### src/rtl/auto_pointer_layer_mode_assert.svh
// assertion macros for the auto pointer layer block
`ifndef AUTO_POINTER_LAYER_MODE_ASSERT_SVH
`define AUTO_POINTER_LAYER_MODE_ASSERT_SVH

// same-cycle implication, disabled while in reset
`define APL_ASSERT_IMP(lbl, clk, rst_n, ante, cons) \
	lbl: assert property (@(posedge clk) disable iff (!rst_n) (ante) |-> (cons)) \
		else $error("apl same-cycle check failed");

// next-cycle implication, disabled while in reset
`define APL_ASSERT_NXT(lbl, clk, rst_n, ante, cons) \
	lbl: assert property (@(posedge clk) disable iff (!rst_n) (ante) |=> (cons)) \
		else $error("apl next-cycle check failed");

`endif

### src/rtl/apl_pkg.sv
package apl_pkg;

	localparam int unsigned TIME_W  = 16;
	localparam int unsigned MOVE_W  = 15;
	localparam int unsigned DELTA_W = 16;
	localparam int unsigned MODE_W  = 3;
	localparam int unsigned CMD_W   = 2;
	localparam int unsigned CFG_IDX_W  = 3;
	localparam int unsigned CFG_DATA_W = 16;

	localparam logic [MOVE_W-1:0] MOVE_MAX = 15'd32767;

	// commands
	localparam logic [CMD_W-1:0] CMD_MOTION  = 2'd0;
	localparam logic [CMD_W-1:0] CMD_PRESS   = 2'd1;
	localparam logic [CMD_W-1:0] CMD_RELEASE = 2'd2;
	localparam logic [CMD_W-1:0] CMD_OTHER   = 2'd3;

	// mode codes as seen on the result channel
	localparam logic [MODE_W-1:0] MODE_NONE      = 3'd0;
	localparam logic [MODE_W-1:0] MODE_WAITING   = 3'd1;
	localparam logic [MODE_W-1:0] MODE_CLICKABLE = 3'd2;
	localparam logic [MODE_W-1:0] MODE_CLICKING  = 3'd3;
	localparam logic [MODE_W-1:0] MODE_CLICKED   = 3'd4;

	// register indexes
	localparam logic [CFG_IDX_W-1:0] REG_CLICKED_HOLD   = 3'd0;
	localparam logic [CFG_IDX_W-1:0] REG_CLICKABLE_HOLD = 3'd1;
	localparam logic [CFG_IDX_W-1:0] REG_WAIT_TIMEOUT   = 3'd2;
	localparam logic [CFG_IDX_W-1:0] REG_MOVE_THRESHOLD = 3'd3;

	// register reset values
	localparam logic [TIME_W-1:0] CLICKED_HOLD_RST   = 16'd150;
	localparam logic [TIME_W-1:0] CLICKABLE_HOLD_RST = 16'd1400;
	localparam logic [TIME_W-1:0] WAIT_TIMEOUT_RST   = 16'd50;
	localparam logic [MOVE_W-1:0] MOVE_THRESHOLD_RST = 15'd0;

	typedef struct packed {
		logic [CMD_W-1:0]          cmd;
		logic signed [DELTA_W-1:0] dx;
		logic signed [DELTA_W-1:0] dy;
		logic [TIME_W-1:0]         now_ms;
	} item_t;

	typedef struct packed {
		logic [TIME_W-1:0] clicked_hold_ms;
		logic [TIME_W-1:0] clickable_hold_ms;
		logic [TIME_W-1:0] wait_timeout_ms;
		logic [MOVE_W-1:0] move_threshold;
	} cfg_t;

	typedef struct packed {
		logic              layer_active;
		logic [MODE_W-1:0] mode;
	} result_t;

endpackage

### src/rtl/apl_in_if.sv
interface apl_in_if;
	logic                                valid;
	logic                                ready;
	logic [apl_pkg::CMD_W-1:0]           cmd;
	logic signed [apl_pkg::DELTA_W-1:0]  dx;
	logic signed [apl_pkg::DELTA_W-1:0]  dy;
	logic [apl_pkg::TIME_W-1:0]          now_ms;

	modport source (output valid, cmd, dx, dy, now_ms, input ready);
	modport sink (input valid, cmd, dx, dy, now_ms, output ready);
endinterface

### src/rtl/apl_out_if.sv
interface apl_out_if;
	logic                       valid;
	logic                       ready;
	logic                       layer_active;
	logic [apl_pkg::MODE_W-1:0] mode;

	modport source (output valid, layer_active, mode, input ready);
	modport sink (input valid, layer_active, mode, output ready);
endinterface

### src/rtl/apl_cfg_if.sv
interface apl_cfg_if;
	logic                           valid;
	logic                           ready;
	logic [apl_pkg::CFG_IDX_W-1:0]  index;
	logic [apl_pkg::CFG_DATA_W-1:0] data;

	modport source (output valid, index, data, input ready);
	modport sink (input valid, index, data, output ready);
endinterface

### src/rtl/apl_cfg_regs.sv
module apl_cfg_regs (
	input  logic                           clk,
	input  logic                           arst_n,
	input  logic                           we,
	input  logic [apl_pkg::CFG_IDX_W-1:0]  index,
	input  logic [apl_pkg::CFG_DATA_W-1:0] data,
	output apl_pkg::cfg_t                  cfg
);

	apl_pkg::cfg_t cfg_q;

	always_ff @(posedge clk or negedge arst_n) begin
		if (!arst_n) begin
			cfg_q.clicked_hold_ms   <= apl_pkg::CLICKED_HOLD_RST;
			cfg_q.clickable_hold_ms <= apl_pkg::CLICKABLE_HOLD_RST;
			cfg_q.wait_timeout_ms   <= apl_pkg::WAIT_TIMEOUT_RST;
			cfg_q.move_threshold    <= apl_pkg::MOVE_THRESHOLD_RST;
		end else if (we) begin
			case (index)
				apl_pkg::REG_CLICKED_HOLD:   cfg_q.clicked_hold_ms   <= data;
				apl_pkg::REG_CLICKABLE_HOLD: cfg_q.clickable_hold_ms <= data;
				apl_pkg::REG_WAIT_TIMEOUT:   cfg_q.wait_timeout_ms   <= data;
				apl_pkg::REG_MOVE_THRESHOLD: cfg_q.move_threshold    <= data[apl_pkg::MOVE_W-1:0];
				default: ; // unknown index, write dropped
			endcase
		end
	end

	assign cfg = cfg_q;

endmodule

### src/rtl/apl_core.sv
module apl_core (
	input  logic             clk,
	input  logic             arst_n,
	input  logic             en,
	input  apl_pkg::item_t   item,
	input  apl_pkg::cfg_t    cfg,
	output apl_pkg::result_t res
);

	typedef enum logic [4:0] {
		ST_NONE      = 5'b00001,
		ST_WAITING   = 5'b00010,
		ST_CLICKABLE = 5'b00100,
		ST_CLICKING  = 5'b01000,
		ST_CLICKED   = 5'b10000
	} mode_state_t;

	localparam int unsigned MAG_W = apl_pkg::DELTA_W + 1;
	localparam int unsigned SUM_W = MAG_W + 1;

	// magnitude of a 16-bit two's complement value, -32768 gives 32768
	function automatic logic [MAG_W-1:0] mag(input logic [apl_pkg::DELTA_W-1:0] v);
		logic [MAG_W-1:0] ext;
		ext = {v[apl_pkg::DELTA_W-1], v};
		mag = v[apl_pkg::DELTA_W-1] ? (MAG_W'(0) - ext) : ext;
	endfunction

	function automatic logic [apl_pkg::MODE_W-1:0] encode(input mode_state_t s);
		case (s)
			ST_WAITING:   encode = apl_pkg::MODE_WAITING;
			ST_CLICKABLE: encode = apl_pkg::MODE_CLICKABLE;
			ST_CLICKING:  encode = apl_pkg::MODE_CLICKING;
			ST_CLICKED:   encode = apl_pkg::MODE_CLICKED;
			default:      encode = apl_pkg::MODE_NONE;
		endcase
	endfunction

	mode_state_t                mode_q, mode_d;
	logic                       layer_q, layer_d;
	logic [apl_pkg::TIME_W-1:0] mark_q, mark_d;
	logic [apl_pkg::MOVE_W-1:0] moved_q, moved_d;

	logic [apl_pkg::TIME_W-1:0] elapsed;
	logic [MAG_W-1:0]           ax, ay;
	logic [SUM_W-1:0]           sum;
	logic [apl_pkg::MOVE_W-1:0] sat;
	logic                       moving;

	always_comb begin
		mode_d  = mode_q;
		layer_d = layer_q;
		mark_d  = mark_q;
		moved_d = moved_q;

		elapsed = item.now_ms - mark_q;
		ax      = mag(item.dx);
		ay      = mag(item.dy);
		moving  = (item.dx != '0) || (item.dy != '0);
		sum     = SUM_W'(moved_q) + SUM_W'(ax) + SUM_W'(ay);
		sat     = (sum > SUM_W'(apl_pkg::MOVE_MAX)) ? apl_pkg::MOVE_MAX : sum[apl_pkg::MOVE_W-1:0];

		case (item.cmd)
			apl_pkg::CMD_MOTION: begin
				if (moving) begin
					case (mode_q)
						ST_CLICKABLE: mark_d = item.now_ms;
						ST_CLICKING:  ;
						ST_WAITING: begin
							if (sat >= cfg.move_threshold) begin
								moved_d = '0;
								layer_d = 1'b1;
								mark_d  = item.now_ms;
								mode_d  = ST_CLICKABLE;
							end else begin
								moved_d = sat;
							end
						end
						default: begin
							mark_d  = item.now_ms;
							mode_d  = ST_WAITING;
							moved_d = '0;
						end
					endcase
				end else begin
					case (mode_q)
						ST_CLICKING: ;
						ST_CLICKABLE: begin
							if (elapsed > cfg.clickable_hold_ms) begin
								mode_d  = ST_NONE;
								layer_d = 1'b0;
							end
						end
						ST_CLICKED: begin
							if (elapsed > cfg.clicked_hold_ms) begin
								mode_d  = ST_NONE;
								layer_d = 1'b0;
							end
						end
						ST_WAITING: begin
							if (elapsed > cfg.wait_timeout_ms) begin
								moved_d = '0;
								mode_d  = ST_NONE;
							end
						end
						default: begin
							moved_d = '0;
							mode_d  = ST_NONE;
						end
					endcase
				end
			end
			apl_pkg::CMD_PRESS: begin
				if (layer_q) mode_d = ST_CLICKING;
			end
			apl_pkg::CMD_RELEASE: begin
				if (layer_q) begin
					mark_d = item.now_ms;
					mode_d = ST_CLICKED;
				end
			end
			default: begin
				mode_d  = ST_NONE;
				layer_d = 1'b0;
			end
		endcase
	end

	always_ff @(posedge clk or negedge arst_n) begin
		if (!arst_n) begin
			mode_q  <= ST_NONE;
			layer_q <= 1'b0;
			mark_q  <= '0;
			moved_q <= '0;
		end else if (en) begin
			mode_q  <= mode_d;
			layer_q <= layer_d;
			mark_q  <= mark_d;
			moved_q <= moved_d;
		end
	end

	assign res.layer_active = layer_d;
	assign res.mode         = encode(mode_d);

endmodule

### src/rtl/auto_pointer_layer_mode.sv
// Auto pointer-layer controller. Every beat on the sample channel (motion,
// button press, button release or other key press, each with its millisecond
// timestamp) yields exactly one beat on the status channel carrying the layer
// flag and the mode after that item. A sample beat is taken every cycle unless
// back-pressure on the status channel holds it: the beat is held in an input
// register, the mode update runs as logic from there into the result register,
// so the status beat for a sample is offered once it has passed through both
// registers, and the state loop (mode, time mark, movement sum, layer flag)
// closes through the core's state registers, which load with the result register.
// Back-pressure on the status channel stalls the input register; the input side
// keeps taking beats while the result register still has room behind it. The
// cfg channel is always ready; writes take effect on the next item and are meant
// to be made while the block is idle.
`include "auto_pointer_layer_mode_assert.svh"

module auto_pointer_layer_mode (
	input logic         clk,
	input logic         arst_n,
	apl_in_if.sink      sample,
	apl_out_if.source   status,
	apl_cfg_if.sink     cfg
);

	// input register
	logic             valid_s1;
	apl_pkg::item_t   item_s1;

	// result register
	logic             res_valid_q;
	apl_pkg::result_t res_q;

	apl_pkg::result_t res_next;
	apl_pkg::cfg_t    cfg_regs;
	logic             adv;

	// terms for the checks at the end
	logic             status_off;
	logic             mode_idle;
	logic             other_adv;
	logic             dropped_out;

	// the item in the input register moves on when the result register is free or draining
	assign adv          = valid_s1 && (!res_valid_q || status.ready);
	assign sample.ready = !valid_s1 || adv;

	// configuration never stalls
	assign cfg.ready = 1'b1;

	apl_cfg_regs u_cfg_regs (
		.clk    (clk),
		.arst_n (arst_n),
		.we     (cfg.valid && cfg.ready),
		.index  (cfg.index),
		.data   (cfg.data),
		.cfg    (cfg_regs)
	);

	// state update happens as the item leaves the input register
	apl_core u_core (
		.clk    (clk),
		.arst_n (arst_n),
		.en     (adv),
		.item   (item_s1),
		.cfg    (cfg_regs),
		.res    (res_next)
	);

	always_ff @(posedge clk or negedge arst_n) begin
		if (!arst_n) begin
			valid_s1 <= 1'b0;
		end else if (sample.ready) begin
			valid_s1 <= sample.valid;
		end
	end

	// payload, no reset needed
	always_ff @(posedge clk) begin
		if (sample.valid && sample.ready) begin
			item_s1.cmd    <= sample.cmd;
			item_s1.dx     <= sample.dx;
			item_s1.dy     <= sample.dy;
			item_s1.now_ms <= sample.now_ms;
		end
	end

	always_ff @(posedge clk or negedge arst_n) begin
		if (!arst_n) begin
			res_valid_q <= 1'b0;
		end else if (adv) begin
			res_valid_q <= 1'b1;
		end else if (status.ready) begin
			res_valid_q <= 1'b0;
		end
	end

	always_ff @(posedge clk) begin
		if (adv) begin
			res_q <= res_next;
		end
	end

	assign status.valid        = res_valid_q;
	assign status.layer_active = res_q.layer_active;
	assign status.mode         = res_q.mode;

	assign status_off  = status.valid && !status.layer_active;
	assign mode_idle   = (status.mode == apl_pkg::MODE_NONE) ||
		(status.mode == apl_pkg::MODE_WAITING);
	assign other_adv   = adv && (item_s1.cmd == apl_pkg::CMD_OTHER);
	assign dropped_out = status_off && (status.mode == apl_pkg::MODE_NONE);

	// a beat leaving the input register always lands in the result register
	`APL_ASSERT_NXT(a_adv_fills_result, clk, arst_n, adv, res_valid_q)

	// the input side never takes a beat while a full input register is blocked
	`APL_ASSERT_IMP(a_no_overrun, clk, arst_n, valid_s1 && sample.ready, !res_valid_q || status.ready)

	// with the layer off, only none or waiting can be reported
	`APL_ASSERT_IMP(a_layer_off_mode, clk, arst_n, status_off, mode_idle)

	// another key press always drops the layer
	`APL_ASSERT_NXT(a_other_key_drops, clk, arst_n, other_adv, dropped_out)

endmodule
### src/flat_wrapper.sv
// flat-port wrapper written by rule: the top's interface ports become plain ports
module auto_pointer_layer_mode_flat 
  (clk, arst_n, sample_valid, sample_cmd, sample_dx, sample_dy, sample_now_ms, sample_ready, status_valid, status_layer_active, status_mode, status_ready, cfg_valid, cfg_index, cfg_data, cfg_ready);
  apl_in_if sample_i ();
  apl_out_if status_i ();
  apl_cfg_if cfg_i ();
  input logic clk;
  input logic arst_n;
  input wire logic [$bits(sample_i.valid)-1:0] sample_valid;
  input wire logic [$bits(sample_i.cmd)-1:0] sample_cmd;
  input wire logic [$bits(sample_i.dx)-1:0] sample_dx;
  input wire logic [$bits(sample_i.dy)-1:0] sample_dy;
  input wire logic [$bits(sample_i.now_ms)-1:0] sample_now_ms;
  output wire logic [$bits(sample_i.ready)-1:0] sample_ready;
  output wire logic [$bits(status_i.valid)-1:0] status_valid;
  output wire logic [$bits(status_i.layer_active)-1:0] status_layer_active;
  output wire logic [$bits(status_i.mode)-1:0] status_mode;
  input wire logic [$bits(status_i.ready)-1:0] status_ready;
  input wire logic [$bits(cfg_i.valid)-1:0] cfg_valid;
  input wire logic [$bits(cfg_i.index)-1:0] cfg_index;
  input wire logic [$bits(cfg_i.data)-1:0] cfg_data;
  output wire logic [$bits(cfg_i.ready)-1:0] cfg_ready;
  assign sample_i.valid = sample_valid;
  assign sample_i.cmd = sample_cmd;
  assign sample_i.dx = sample_dx;
  assign sample_i.dy = sample_dy;
  assign sample_i.now_ms = sample_now_ms;
  assign sample_ready = sample_i.ready;
  assign status_valid = status_i.valid;
  assign status_layer_active = status_i.layer_active;
  assign status_mode = status_i.mode;
  assign status_i.ready = status_ready;
  assign cfg_i.valid = cfg_valid;
  assign cfg_i.index = cfg_index;
  assign cfg_i.data = cfg_data;
  assign cfg_ready = cfg_i.ready;
  auto_pointer_layer_mode u_core (.clk(clk), .arst_n(arst_n), .sample(sample_i), .status(status_i), .cfg(cfg_i));
endmodule
### config.mk
export PLATFORM = sky130hd
export DESIGN_NAME = auto_pointer_layer_mode_flat
export DESIGN_NICKNAME = d
export VERILOG_FILES = /design/src/rtl/apl_pkg.sv /design/src/rtl/apl_in_if.sv /design/src/rtl/apl_out_if.sv /design/src/rtl/apl_cfg_if.sv /design/src/rtl/apl_cfg_regs.sv /design/src/rtl/apl_core.sv /design/src/rtl/auto_pointer_layer_mode.sv /design/src/flat_wrapper.sv
export VERILOG_INCLUDE_DIRS = /design/src /design/src/rtl
export SDC_FILE = /design/constraint.sdc
export NUM_CORES = 1
export LEC_CHECK = 0
export BUFFER_PORTS_ARGS = -buffer_cell sky130_fd_sc_hd__buf_4
export CORE_ASPECT_RATIO = 0.5
export CORE_MARGIN = 2
export CORE_UTILIZATION = 60
export DETAILED_ROUTE_END_ITERATION = 10
export HOLD_SLACK_MARGIN = 0.08
export MAX_ROUTING_LAYER = met4
export PLACE_DENSITY = 0.88
export SETUP_SLACK_MARGIN = 0.05
export SYNTH_ARGS = -nofsm -noshare
export SYNTH_HDL_FRONTEND = slang
export SYNTH_SLANG_ARGS = --single-unit
### constraint.sdc
create_clock -name clk -period 7.6 [get_ports clk]
set_input_delay 1.52 -clock clk [delete_from_list [all_inputs] [get_ports clk]]
set_output_delay 1.52 -clock clk [all_outputs]
set_load 0.03 [all_outputs]
* After elaboration in Yosys (flattened, before gate mapping)
Cells that the tools add are included.
** Cells by class
- Eq/ne operators :: 20
- Order comparisons :: 5
- Muxes and demuxes :: 33
- Add/sub/neg operators :: 5
- Reductions and logical operators :: 22
** Operator list (number)
- case mux 16 bit (2 select lines) :: 2
- two-way mux 15 bit :: 4
- case mux 15 bit (2 select lines) :: 2
- greater-than comparator 16 bit :: 3
- two-way mux 16 bit :: 3
- two-way mux 5 bit :: 7
- two-way mux 17 bit :: 2
- subtractor 1 x 16 -> 17 bit (first input constant) :: 2
- nonzero test 16 bit :: 2
- case mux 5 bit (4 select lines) :: 1
- adder 15 x 17 -> 18 bit :: 1
- adder 18 x 17 -> 18 bit :: 1
- greater-than comparator 18 x 15 -> 1 bit (second input constant) :: 1
- subtractor 16 bit :: 1
- >= comparator 15 bit :: 1
- case mux 5 bit (3 select lines) :: 1
- case mux 3 bit (4 select lines) :: 1
- == test 5 x 2 -> 1 bit (second input constant) :: 2
- == test 5 x 3 -> 1 bit (second input constant) :: 2
- == test 5 x 4 -> 1 bit (second input constant) :: 2
- == test 5 bit (second input constant) :: 2
- case mux 5 bit (2 select lines) :: 1
- != test 2 bit (second input constant) :: 4
- AND reduction 2 bit :: 4
- 18 further kinds :: 33
** Storage, ports and cells
- Word-level logic and storage cells :: 101
- Bits in registers :: 156
- Output and inout port bits :: 7

* Longest topological paths before layout
- Depth after elaboration :: 13
- Gate-level depth with buffers :: 29
- Mapped depth without buffers :: 27

* Cells and area by module
Synthesis repeated with hierarchy kept, for this count alone.
** Unflattened totals
- Cell total of the unflattened synthesis :: 955
- Area total of the unflattened synthesis :: 10148.5 um^2
** By module, submodules not included
- apl_core :: cells each 755, times used 1, area an instance 5984.5 um^2
- apl_cfg_regs :: cells each 136, times used 1, area an instance 2427.3 um^2
- auto_pointer_layer_mode :: cells each 64, times used 1, area an instance 1736.7 um^2

* Worst setup path after synthesis
No wires, ideal clock.
- Path kind :: register -> register
- Start point :: register u_core.item_s1[16] (netlist name)
- End point :: register u_core.u_core.mark_q[10] (netlist name)
- Stages on the path, launching flop included :: 29
- Setup time :: 0.125 ns
- Arrival time :: 6.513 ns
- Setup slack :: 0.962 ns
- Cell sequence :: edfxtp_1 inv_1 ha_1 or3b_2 or3_1 o21a_1 xnor2_1 fa_1 inv_1 ha_1 a21oi_1 a21oi_1 a2111oi_2 o311ai_0 o31a_1 o32ai_4 and2_1 buf_2 nand2_1 ha_1 a21o_1 a31oi_1 o221a_2 a21oi_1 o21ai_0 a21o_1 a21oi_2 buf_2 mux2_2
** Between the ends
- Longest elaborated chain between the ends :: 8
- Elaborated cells between the ends (all ways) :: 11
- Classes of those cells :: 2 x add/sub; 2 x order compare; 2 x eq/ne; 2 x mux; 3 x reduce/logical
** RTL lines
- from (decl) :: RTL line auto_pointer_layer_mode.sv:26 : apl_pkg::item_t item_s1;
- subtractor 1 x 16 -> 17 bit :: RTL line apl_core.sv:25 : mag = v[apl_pkg::DELTA_W-1] ? (MAG_W'(0) - ext) : ext;
- two-way mux 17 bit :: RTL line apl_core.sv:25
- adder 18 x 17 -> 18 bit :: RTL line apl_core.sv:59 : sum = SUM_W'(moved_q) + SUM_W'(ax) + SUM_W'(ay);
- greater-than comparator 18 x 15 -> 1 bit :: RTL line apl_core.sv:60 : sat = (sum > SUM_W'(apl_pkg::MOVE_MAX)) ? apl_pkg::MOVE_MAX : sum[apl_pkg::MOVE_W-1:0];
- two-way mux 15 bit :: RTL line apl_core.sv:60
- >= comparator 15 bit :: RTL line apl_core.sv:69 : if (sat >= cfg.move_threshold) begin
- != test 3 bit (no source line)
- AND reduction 6 bit (no source line) (*)
- to (signal assigned) :: RTL line apl_core.sv:137 : mark_q <= mark_d;
- to (decl) :: RTL line apl_core.sv:40 : logic [apl_pkg::TIME_W-1:0] mark_q, mark_d;
Every way passes the cells marked *; elsewhere a longest branch is shown, timed or not.
A chain may end at the register's enable or synchronous reset.

* Final worst setup path
- Start point :: register u_core.item_s1[16] (netlist name)
- End point :: register u_core.u_core.moved_q[0] (netlist name)
** Between the ends
- Longest elaborated chain between the ends :: 9
- Elaborated cells between the ends (all ways) :: 15
- Classes of those cells :: 2 x add/sub; 2 x order compare; 3 x eq/ne; 5 x mux; 3 x reduce/logical
** RTL lines
- subtractor 1 x 16 -> 17 bit :: RTL line apl_core.sv:25
- two-way mux 17 bit :: RTL line apl_core.sv:25
- adder 18 x 17 -> 18 bit :: RTL line apl_core.sv:59
- greater-than comparator 18 x 15 -> 1 bit :: RTL line apl_core.sv:60
- two-way mux 15 bit :: RTL line apl_core.sv:60
- >= comparator 15 bit :: RTL line apl_core.sv:69
- two-way mux 15 bit :: RTL line apl_core.sv:69
- case mux 15 bit (2 select lines) :: RTL line apl_core.sv:65 : case (mode_q)
- two-way mux 15 bit :: RTL line apl_core.sv:64 : if (moving) begin
- to (signal assigned) :: RTL line apl_core.sv:138 : moved_q <= moved_d;
- to (decl) :: RTL line apl_core.sv:41 : logic [apl_pkg::MOVE_W-1:0] moved_q, moved_d;
Several ways; a longest one is shown, not always the timed one.

==> out/summary.json <==
{
  "grt.total_usage": {"value": 27.3, "unit": "%"},
  "timing.critical_path.arrival": {"value": 7.55, "unit": "ns"},
  "numClockSinks": {"value": 156},
  "critical_path.top_delay_family": {"value": "compound AO/OA/AOI/OAI gates"},
  "syn_inst": {"value": 1008},
  "die_area": {"value": 17900, "unit": "µm²"},
  "combPwrFrac": {"value": 48.9, "unit": "%"},
  "relSlewSlack": {"value": 19.4, "unit": "%"},
  "synth_top_family_by_area": {"value": "adder cells"},
  "final_antenna_net_count": {"value": 0},
  "net_switching_power": {"value": 1540, "unit": "µW"},
  "critical_path_buf_inv_count": {"value": 4},
  "port-buffer-count": {"value": 79},
  "grt_pass1_wl": {"value": 37200, "unit": "µm"},
  "ys.warnings.count": {"value": 0},
  "antenna_found_initial": {"value": 0},
  "cp.required": {"value": 7.97, "unit": "ns"},
  "design_area": {"value": 11600, "unit": "µm²"},
  "tritoncts": {"value": "done"},
  "post_route_cells_drive_above_1_share": {"value": 17.3, "unit": "%"},
  "cts_inserted_buffers": {"value": 17},
  "synth_async_sr_flop_share": {"value": 65.4, "unit": "%"},
  "gpl_congestion": {"value": 0.922},
  "count_of_unique_library_cells_instantiated_by_yosys": {"value": 75},
  "drt_first_iter_violations": {"value": 510},
  "synth.avg_cell_area": {"value": 10.0, "unit": "µm²"},
  "root_buffer": {"value": "clkbuf_16"},
  "critical_path.startpoint_type": {"value": "flip-flop"},
  "synthMuxAreaShare": {"value": 4.20, "unit": "%"},
  "clock_tree.htree_level_count": {"value": 4},
  "path_class": {"value": "flip-flop to flip-flop"},
  "post_synth_and_or_nand_nor_area_fraction": {"value": 13.0, "unit": "%"},
  "post-route-worst-setup-slack": {"value": 0.420, "unit": "ns"},
  "power_density": {"value": 331, "unit": "nW/µm²"},
  "area_delta_synth_final": {"value": 14.7, "unit": "%"},
  "min_period_over_period": {"value": 94.5, "unit": "%"},
  "synth.yosys.seq_area_share": {"value": 41.5, "unit": "%"},
  "die_width": {"value": 187, "unit": "µm"},
  "preCtsSetupSlack": {"value": 0.303, "unit": "ns"},
  "power.static_leakage": {"value": 0.00530, "unit": "µW"},
  "grt_remaining_overflow": {"value": 0},
  "n_antenna_cell": {"value": 0},
  "run_status": {"value": "complete, no violations"},
  "finalHoldViolCount": {"value": 0},
  "largest_net_degree_at_the_start_of_global_routing": {"value": 87},
  "initial_core_util": {"value": 61.4, "unit": "%"},
  "path_clk_slew": {"value": 0.06, "unit": "ns"},
  "finish_stage_setup_viols": {"value": 0},
  "placed_cell_area": {"value": 11000, "unit": "µm²"},
  "synth_flop_cell": {"value": "dfrtp_1"},
  "totalPowerFinal": {"value": 3830, "unit": "µW"},
  "holdCritPathClass": {"value": "flip-flop to flip-flop"},
  "detailedPlacementHpwl": {"value": 16900, "unit": "µm"},
  "intPower": {"value": 2290, "unit": "µW"},
  "timing.critical_path.mode_cell": {"value": "ha_1"},
  "finalWorstPathRequiredPeriod": {"value": 7.18, "unit": "ns"},
  "synth_edf_count": {"value": 54},
  "syn-cell-area": {"value": 10100, "unit": "µm²"},
  "first_global_vias": {"value": 7646},
  "routed_len_inst": {"value": 17.0, "unit": "µm"},
  "power.clock.fraction": {"value": 21.7, "unit": "%"},
  "fp-row-count": {"value": 33},
  "placeableCoreArea": {"value": 16400, "unit": "µm²"},
  "synth-adder-area-share": {"value": 16.0, "unit": "%"},
  "final-max-slew-violation-count": {"value": 0},
  "clock_skew": {"value": 0.0130, "unit": "ns"},
  "via_count": {"value": 7735},
  "crit_slowest_cell": {"value": "fa_1"},
  "ys_seq_elements": {"value": 156},
  "insertion_delay": {"value": 0.44, "unit": "ns"},
  "die_height": {"value": 95.7, "unit": "µm"},
  "design.final.nets": {"value": 1288},
  "drt_first_pass_iters": {"value": 5},
  "ir_worst_vdd": {"value": 201, "unit": "µV"},
  "drt-total-wl": {"value": 22700, "unit": "µm"},
  "switching_share": {"value": 40.3, "unit": "%"},
  "max_cap_viol_count": {"value": 0},
  "max_freq": {"value": 139, "unit": "MHz"},
  "seq_power_share": {"value": 29.5, "unit": "%"},
  "post_drt_via_cell_ratio": {"value": 5.79},
  "synth_xor_xnor_area_share": {"value": 4.60, "unit": "%"},
  "cts_hold_buffers": {"value": 0},
  "ioPinCount": {"value": 81},
  "area_fraction_in_compound_gates_after_synthesis": {"value": 14.7, "unit": "%"},
  "remaining_drc_errors": {"value": 0},
  "critical_path.max_stage_delay": {"value": 0.49, "unit": "ns"},
  "cts_buffer_depth": {"value": 2},
  "crit_path_max_fanout": {"value": 7},
  "worst_pin_slew": {"value": 1.21, "unit": "ns"},
  "worstSetupEndpointType": {"value": "flip-flop"}
}
## cell type report
cell class              instances  area [µm²]
multi-input cells             700        5380
fillers                      1148        4850
flip-flops and latches        156        4190
repair buffers                 86         658
inverters                     134         503
clock buffers                  20         468
well taps                     227         284
clock inverters                12         100
## synth_stat cells (all sizes together) (3+ instances only)
| master | n | area share [%] |
|---|---|---|
| inv | 134 | 5.0 |
| nand2 | 109 | 4.1 |
| ha | 102 | 13 |
| dfrtp | 88 | 22 |
| o21ai | 68 | 3.4 |
| edfxtp | 54 | 16 |
| a21oi | 43 | 2.2 |
| nor2 | 39 | 1.5 |
| mux2 | 35 | 3.9 |
| xor2 | 29 | 2.5 |
| xnor2 | 24 | 2.1 |
| nand3 | 22 | 1.1 |
| a21o | 17 | 1.3 |
| fa | 17 | 3.4 |
| nor3 | 17 | 0.89 |
| clkbuf | 14 | 0.52 |
| dfstp | 14 | 3.6 |
| a31oi | 12 | 0.89 |
| nor2b | 12 | 0.74 |
| nand2b | 10 | 0.62 |
| nand4 | 9 | 0.56 |
| o211ai | 9 | 0.67 |
| o31ai | 9 | 0.67 |
| or3 | 9 | 0.56 |
| a22o | 8 | 0.69 |
| and2 | 8 | 0.50 |
| a221o | 7 | 0.69 |
| nor4 | 7 | 0.64 |
| and3 | 6 | 0.42 |
| o21a | 6 | 0.45 |
| o21bai | 6 | 0.45 |
| a211o | 5 | 0.43 |
| a211oi | 5 | 0.42 |
| buf | 5 | 0.36 |
| or2 | 5 | 0.31 |
| o31a | 4 | 0.35 |
| mux2i | 3 | 0.30 |
| o22ai | 3 | 0.19 |
## kinds of logic (layout without fill, tap and decap cells)
family | Yosys count | in the layout
AND/OR/NAND/NOR | 265 | 265
AO/OA/AOI/OAI | 222 | 222
flip-flops | 156 | 156
buffers and inverters | 153 | 252
adder cells (fa/ha/maj) | 119 | 119
XOR/XNOR | 53 | 53
multiplexers | 38 | 38
other | 2 | 3
## layout by cell type (no fill, tap or decap), drive strengths merged, types with 10 or more instances in the layout
| master | netlist | layout |
|---|---|---|
| a31oi | 12 | 12 |
| dfstp | 14 | 14 |
| clkbuf | 14 | 20 |
| nand2b | 10 | 10 |
| a21o | 17 | 17 |
| nand2 | 109 | 109 |
| nor2b | 12 | 12 |
| mux2 | 35 | 35 |
| xor2 | 29 | 29 |
| o21ai | 68 | 68 |
| nand3 | 22 | 22 |
| xnor2 | 24 | 24 |
| nor3 | 17 | 17 |
| fa | 17 | 17 |
| a21oi | 43 | 43 |
| edfxtp | 54 | 54 |
| buf | 5 | 86 |
| nor2 | 39 | 39 |
| dfrtp | 88 | 88 |
| ha | 102 | 102 |
| inv | 134 | 142 |
## power by group through the flow
stage | Clock [µW] | Combinational (µW) | Sequential, µW
2_1_floorplan | 0 | 1350 | 1120
3_3_place_gp | 0 | 1710 | 1130
3_5_place_dp | 0 | 1800 | 1140
4_1_cts | 839 | 1830 | 1130
5_1_grt | 878 | 2100 | 1140
6_report | 830 | 1870 | 1130
## state kept, by name (all words and copies together) (netlist names)
register and flops:
u_core.u_core.layer_q 1, u_core.u_cfg_regs.cfg 63, u_core.u_core.mark_q 16, u_core.status.valid 1, u_core.valid_s1 1, u_core.u_core.moved_q 15
u_core.status.layer_active 1, u_core.item_s1 50, u_core.status.mode 3, u_core.u_core.mode_q 5
## path summary, 6_finish.rpt
check | endpoint | depth (start not counted) | start | slack, ns
worst max-delay path | u_core.u_core.moved_q[0] | 26 | u_core.item_s1[16] | 0.42
max in group asynchronous | u_core.u_core.mode_q[1] | 2 | arst_n | 5.33
worst max register to register | u_core.u_core.moved_q[0] | 26 | u_core.item_s1[16] | 0.42
worst min register to register | u_core.u_core.moved_q[3] | 1 | u_core.u_core.moved_q[3] | 0.49
worst min-delay path | u_core.u_core.moved_q[3] | 1 | u_core.u_core.moved_q[3] | 0.49
min in group asynchronous | u_core.u_core.mark_q[12] | 1 | arst_n | 0.93
## timing repair
item | CTS | global route
resized for setup | 0 | 3
setup buffers | 0 | 1
setup endpoints to repair | 0 | 29
## layer usage
metal,share of wire [%],vias up,wire [µm],track usage [%]
met5,0,-,0,-
met4,1.5,0,344,7.87
met3,6.0,33,1370,6.34
met2,48,258,10800,45.9
met1,45,3739,10200,33.7
li1,-,3705,-,-
## per-stage QoR
| step | hold WS, ns | util (%) | setup TNS [ns] | std cells |
|---|---|---|---|---|
| after CTS | 0.492 | 70.2 | 0 | 1334 |
| after global placement | 0.470 | 66.7 | 0 | 1302 |
| after global routing | 0.516 | 70.5 | -0.506 | 1335 |
| after detailed placement | 0.477 | 66.7 | 0 | 1302 |
| final | 0.491 | 70.5 | 0 | 1335 |
| after floorplan | 0.457 | - | 0 | 1009 |
No activity file was read; power rests on OpenSTA's default activity.
